--- src/design/sfd_pkg.sv ---
`timescale 1ns / 1ps
// Shared types and constants for the stereo feedback delay.
// Used by the ring, the controller, the datapath, the top level and the testbench; depends on nothing.
package sfd_pkg;

   localparam int SAMPLE_BITS = 24;
   localparam int CSR_INDEX_BITS = 2;
   localparam int CSR_DATA_BITS = 24;

   localparam logic [CSR_INDEX_BITS-1:0] CSR_DELAY    = 2'd0;
   localparam logic [CSR_INDEX_BITS-1:0] CSR_MIX      = 2'd1;
   localparam logic [CSR_INDEX_BITS-1:0] CSR_FEEDBACK = 2'd2;

   localparam logic [23:0] DELAY_RESET    = 24'd6144000;
   localparam logic [8:0]  MIX_RESET      = 9'd128;
   localparam logic [7:0]  FEEDBACK_RESET = 8'd128;
   localparam logic [8:0]  GAIN_ONE       = 9'd256;

   typedef enum logic [2:0] {
      ST_IDLE,
      ST_WRITE,
      ST_INTERP,
      ST_WET,
      ST_MIX,
      ST_OUT
   } sfd_state_type;

   typedef struct packed {
      logic load;
      logic write;
      logic interp;
      logic wet;
      logic mix;
      logic out_load;
   } sfd_cmd_type;

   function automatic logic signed [SAMPLE_BITS-1:0] sat_sample(
      input logic signed [26:0] x);
      logic signed [26:0] hi;
      logic signed [26:0] lo;
      hi = 27'sd8388607;
      lo = -27'sd8388608;
      if (x > hi) begin
         sat_sample = 24'sh7FFFFF;
      end else if (x < lo) begin
         sat_sample = 24'sh800000;
      end else begin
         sat_sample = x[SAMPLE_BITS-1:0];
      end
   endfunction

endpackage

--- src/design/sfd_ctrl.sv ---
`timescale 1ns / 1ps
// Controller of the stereo feedback delay: sequences one request through the datapath.
// Depends on sfd_pkg for the state and command types.
module sfd_ctrl
   import sfd_pkg::*;
(
   input  logic        clock,
   input  logic        reset,
   input  logic        req_tvalid,
   output logic        req_tready,
   output logic        rsp_tvalid,
   input  logic        rsp_tready,
   output sfd_cmd_type cmd
);

   sfd_state_type state_ff, state_in;
   logic          out_valid_ff, out_valid_in;

   always_ff @(posedge clock) begin
      if (reset) begin
         state_ff     <= ST_IDLE;
         out_valid_ff <= 1'b0;
      end else begin
         state_ff     <= state_in;
         out_valid_ff <= out_valid_in;
      end
   end

   always_comb begin
      state_in   = state_ff;
      cmd        = '0;
      req_tready = 1'b0;
      unique case (state_ff)
         ST_IDLE: begin
            req_tready = 1'b1;
            if (req_tvalid) begin
               cmd.load = 1'b1;
               state_in = ST_WRITE;
            end
         end
         ST_WRITE: begin
            cmd.write = 1'b1;
            state_in  = ST_INTERP;
         end
         ST_INTERP: begin
            cmd.interp = 1'b1;
            state_in   = ST_WET;
         end
         ST_WET: begin
            cmd.wet  = 1'b1;
            state_in = ST_MIX;
         end
         ST_MIX: begin
            cmd.mix  = 1'b1;
            state_in = ST_OUT;
         end
         ST_OUT: begin
            if (!out_valid_ff || rsp_tready) begin
               cmd.out_load = 1'b1;
               state_in     = ST_IDLE;
            end
         end
         default: begin
            state_in = ST_IDLE;
         end
      endcase
      out_valid_in = cmd.out_load || (out_valid_ff && !rsp_tready);
   end

   assign rsp_tvalid = out_valid_ff;

endmodule

--- config.mk ---
export PLATFORM = sky130hd
export DESIGN_NAME = sfd_ctrl
export DESIGN_NICKNAME = d
export VERILOG_FILES = /design/src/design/sfd_pkg.sv /design/src/design/sfd_ctrl.sv
export SDC_FILE = /design/constraint.sdc
export NUM_CORES = 1
export LEC_CHECK = 0
export BUFFER_PORTS_ARGS = -buffer_cell sky130_fd_sc_hd__buf_4
export CELL_PAD_IN_SITES_DETAIL_PLACEMENT = 1
export CELL_PAD_IN_SITES_GLOBAL_PLACEMENT = 2
export CORE_AREA = 2 2 39 41
export CTS_CLUSTER_SIZE = 40
export DETAILED_ROUTE_END_ITERATION = 12
export DIE_AREA = 0 0 41 43
export PLACE_DENSITY = 0.6
export SLEW_MARGIN = 40
export SYNTH_ARGS = -nofsm -noshare
export SYNTH_HDL_FRONTEND = slang
export SYNTH_SLANG_ARGS = --single-unit
export TNS_END_PERCENT = 5
--- constraint.sdc ---
create_clock -name clock -period 1.8 [get_ports clock]
set_clock_uncertainty 0.05 [all_clocks]
set_input_delay 0.09 -clock clock [delete_from_list [all_inputs] [get_ports clock]]
set_output_delay 0.09 -clock clock [all_outputs]
set_load 0.01 [all_outputs]
; ---- After elaboration in Yosys (flattened, before gate mapping)
; Cells that the tools add are included.
[word_totals]
reg_bits = 4
in_bits = 4
word_cells = 28
[classes]
eq_ne = 7
n_mux = 12
n_reduce_logical = 7
[op_table]
columns = operator, n
row1 = $pmux W3 S6, 1
row2 = $mux W1, 9
row3 = $eq A3 B2 Y1 const B, 2
row4 = $eq A3 B3 Y1 const B, 2
row5 = $mux W3, 2
row6 = $ne A2 B2 Y1 const B, 2
row7 = $eq A3 B1 Y1 const B, 1
row8 = $logic_not A3 Y1, 1
row9 = $logic_not A1 Y1, 2
row10 = $logic_or A1 B1 Y1, 2
row11 = $reduce_and A2 Y1, 1
row12 = $logic_and A1 B1 Y1, 1

; ---- Depth between registers and ports, before layout
[logic_depth]
word_depth = 5
mapped_depth = 4
ltp_nobuf = 3

; ---- Worst setup path before layout
; No wires, ideal clock.
[synth_timing]
path_kind = reg2out
from = register state_ff[0]
to = output port cmd[5] (netlist bit)
arrival_ns = 0.870
slack_ns = 0.790
stages_incl_launch_ff = 4
path_buffers = 1
path_cell_list = dfxtp_1 buf_6 nor3_2 and2_1
[synth_rtl]
columns = element, line
row1 = from (decl), sfd_ctrl.sv:16  ; sfd_state_type state_ff, state_in;
row2 = from (signal assigned), sfd_ctrl.sv:24  ; state_ff <= state_in;
row3 = to (decl), sfd_ctrl.sv:13  ; output sfd_cmd_type cmd

==> reports/metrics.yaml <==
cts:
  post_cts_buffers: 0
  cts_root_buffer: "clkbuf_4"
  cts_max_path_buffers: 2
  ctsHoldBuffers: 1
  clock-sinks: 4
  path_clk_slew_ns: 0.04
  cts-htree-levels: 1
  cts_resized: 0
  cts_buffers: 3
  clock_latency_ns: 0.24
  tritoncts: "done"
synthesis:
  ys_seq_elements: 4
  yosysUniqueCellTypes: 17
  synth_nets: 32
  syn_area_per_cell_um2: 9.38
  yosysWarningCount: 0
  yosysSeqAreaShare_pct: 30.5
  netlist_instances: 28
  syn_area_um2: 263
placement:
  dp.cells: 52
  io_buffers: 11
  place_congestion: 0.674
  dp_hpwl_um: 417
  dpl-instance-area_um2: 332
sta:
  drv_slew: 0
  setup_viol: 0
  rsz0062_at_grt: "no"
  fin_crit_sh_pct: 78.7
  finalSetupTns_ns: 0
  slew_headroom_pct: 74.8
  fmax_mhz: 706
  hold_viol_final: 0
  tightest_slew_ns: 0.377
  min_period_ns: 1.42
finish:
  final_cells: 56
  diodes: 0
  n_fill_cell: 177
  fin_nets: 46
  drive_gt1_share_pct: 52.5
  final_util_pct: 26.3
  area_growth_pct: 38.6
  stdcell_area_um2: 364
routing:
  vias: 229
  first_pass_iters: 1
  drt_iter0_markers: 0
  wirelength_um: 582
  route.detailed.drc: 0
  via_per_inst: 4.09
  final_antenna_net_count: 0
  wl_per_cell_um: 10.4
floorplan:
  rows: 14
  num_io_pins: 12
  die_area_mm2: 0.00176
  die_h_um: 43
  initial_core_util_pct: 19.0
  core_area_mm2: 0.00138
  die_width_um: 41
power:
  p_leak_nw: 0.159
  power_mw: 0.301
  peakVddDrop_mv: 0.302
  power_density_mw_per_mm2: 828
outcome:
  outcome: "finished clean"
global_routing:
  grt_pass1_vias: 215
  grt.busiest_layer: "met2"
  gr-total-overflow: 0
  use_met1_pct: 9.32
  grtUsageMet2_pct: 10.6
  met3_usage_pct: 9.42
  grt_pass1_wl_um: 952
  grt_usage_pct: 9.04
  antenna_found_initial: 0
  grt_max_degree: 10
worst_setup_path:
  start_kind: "flip-flop"
  worst_setup_path_end_kind: "output port"
  r2r-start: "state_ff[1]"
  critPathKind: "reg2out"
  startpoint: "state_ff[2]"
  worst_ep_required_time_ns: 1.66
  cp_max_fo: 9
  worstRegToRegCells: 2
  arrival_ns: 1.28
min_path:
  min_path_cells: 3
  hp-start: "req_tvalid"
  holdCritPathClass: "in2reg"
flow_run:
  drv_cap: 0
## sequential cells by signal (all words and copies together) (netlist names)
name        flops
rsp_tvalid      1
state_ff        3
## layer usage
metal  wire, µm  share of wire [%]
met5          0                  0
met2        253                 43
met3         68                 12
met1        248                 43
met4         11                1.9
## kinds of logic (layout without fill, tap and decap cells)
kind of cell              Yosys count  after routing  share of synthesized area [%]
DFF                                 4              4                           30.5
buffers and inverters               5             17                           15.7
AOI/OAI and AO/OA                   5              5                           17.6
and+or+nand+nor                    13             13                           32.9
xor gates and xnor gates            1              1                           3.33
## cell usage after synthesis
cell       number  share of area [%]
dfxtp_1         4                 30
buf_6           3                 13
nor3_1          3                5.7
a21oi_2         2                6.7
and2_1          2                4.8
inv_1           2                2.9
nor2_1          2                2.9
a2111oi_2       1                5.7
a21oi_1         1                1.9
and2b_2         1                3.3
nand2_1         1                1.4
nand3b_1        1                2.9
nor2b_4         1                5.2
nor3_2          1                3.8
nor3b_1         1                2.9
o21ai_2         1                3.3
xnor2_1         1                3.3
## cells in the final DEF, fill, tap and decap left out
cell type      instances
and2_1                 2
and2b_2                1
xnor2_1                1
nor3_1                 3
inv_1                  2
dlygate4sd3_1          1
nor3_2                 1
nand2_1                1
nand3b_1               1
buf_4                 11
a21oi_1                1
a2111oi_2              1
nor2b_4                1
a21oi_2                2
nor2_1                 2
o21ai_2                1
clkbuf_4               3
nor3b_1                1
dfxtp_1                4
## stage by stage
step / hold WS [ns] / setup slack, ns
3_3_place_gp: 0.236 / 0.620
5_1_grt: 0.252 / 0.276
4_1_cts: 0.215 / 0.359
6_report: 0.219 / 0.383
2_1_floorplan: 0.102 / 0.790
3_5_place_dp: 0.235 / 0.633
## critical path, stage by stage (launching register included)
cell     delay (ns)
dfxtp_1        0.51
nor2b_4        0.25
nand2_1        0.07
nor2_1         0.09
buf_4          0.12
## path summary, 6_finish.rpt
path / slack (ns) / end
worst min register to register: 0.60 / state_ff[1]
worst max-delay path: 0.38 / cmd[0]
worst max register to register: 0.72 / state_ff[0]
worst min-delay path: 0.22 / state_ff[0]
## area by class of cell
| type | instances | area (µm²) | area share (%) |
|---|---|---|---|
| Tap cell | 16 | 20.0 | 5.50 |
| Sequential cell | 4 | 80.1 | 22.0 |
| Inverter | 2 | 7.51 | 2.06 |
| Clock buffer | 3 | 22.5 | 6.19 |
| Multi-Input combinational cell | 19 | 141 | 38.8 |
| Timing Repair Buffer | 12 | 92.6 | 25.4 |
## power breakdown
group	internal [mW]	switching, mW	total, mW
Clock	0.0747	0.0393	0.114
Combinational	0.0429	0.0306	0.0735
Sequential	0.0960	0.0178	0.114
Power figures use the tool's default switching activity.
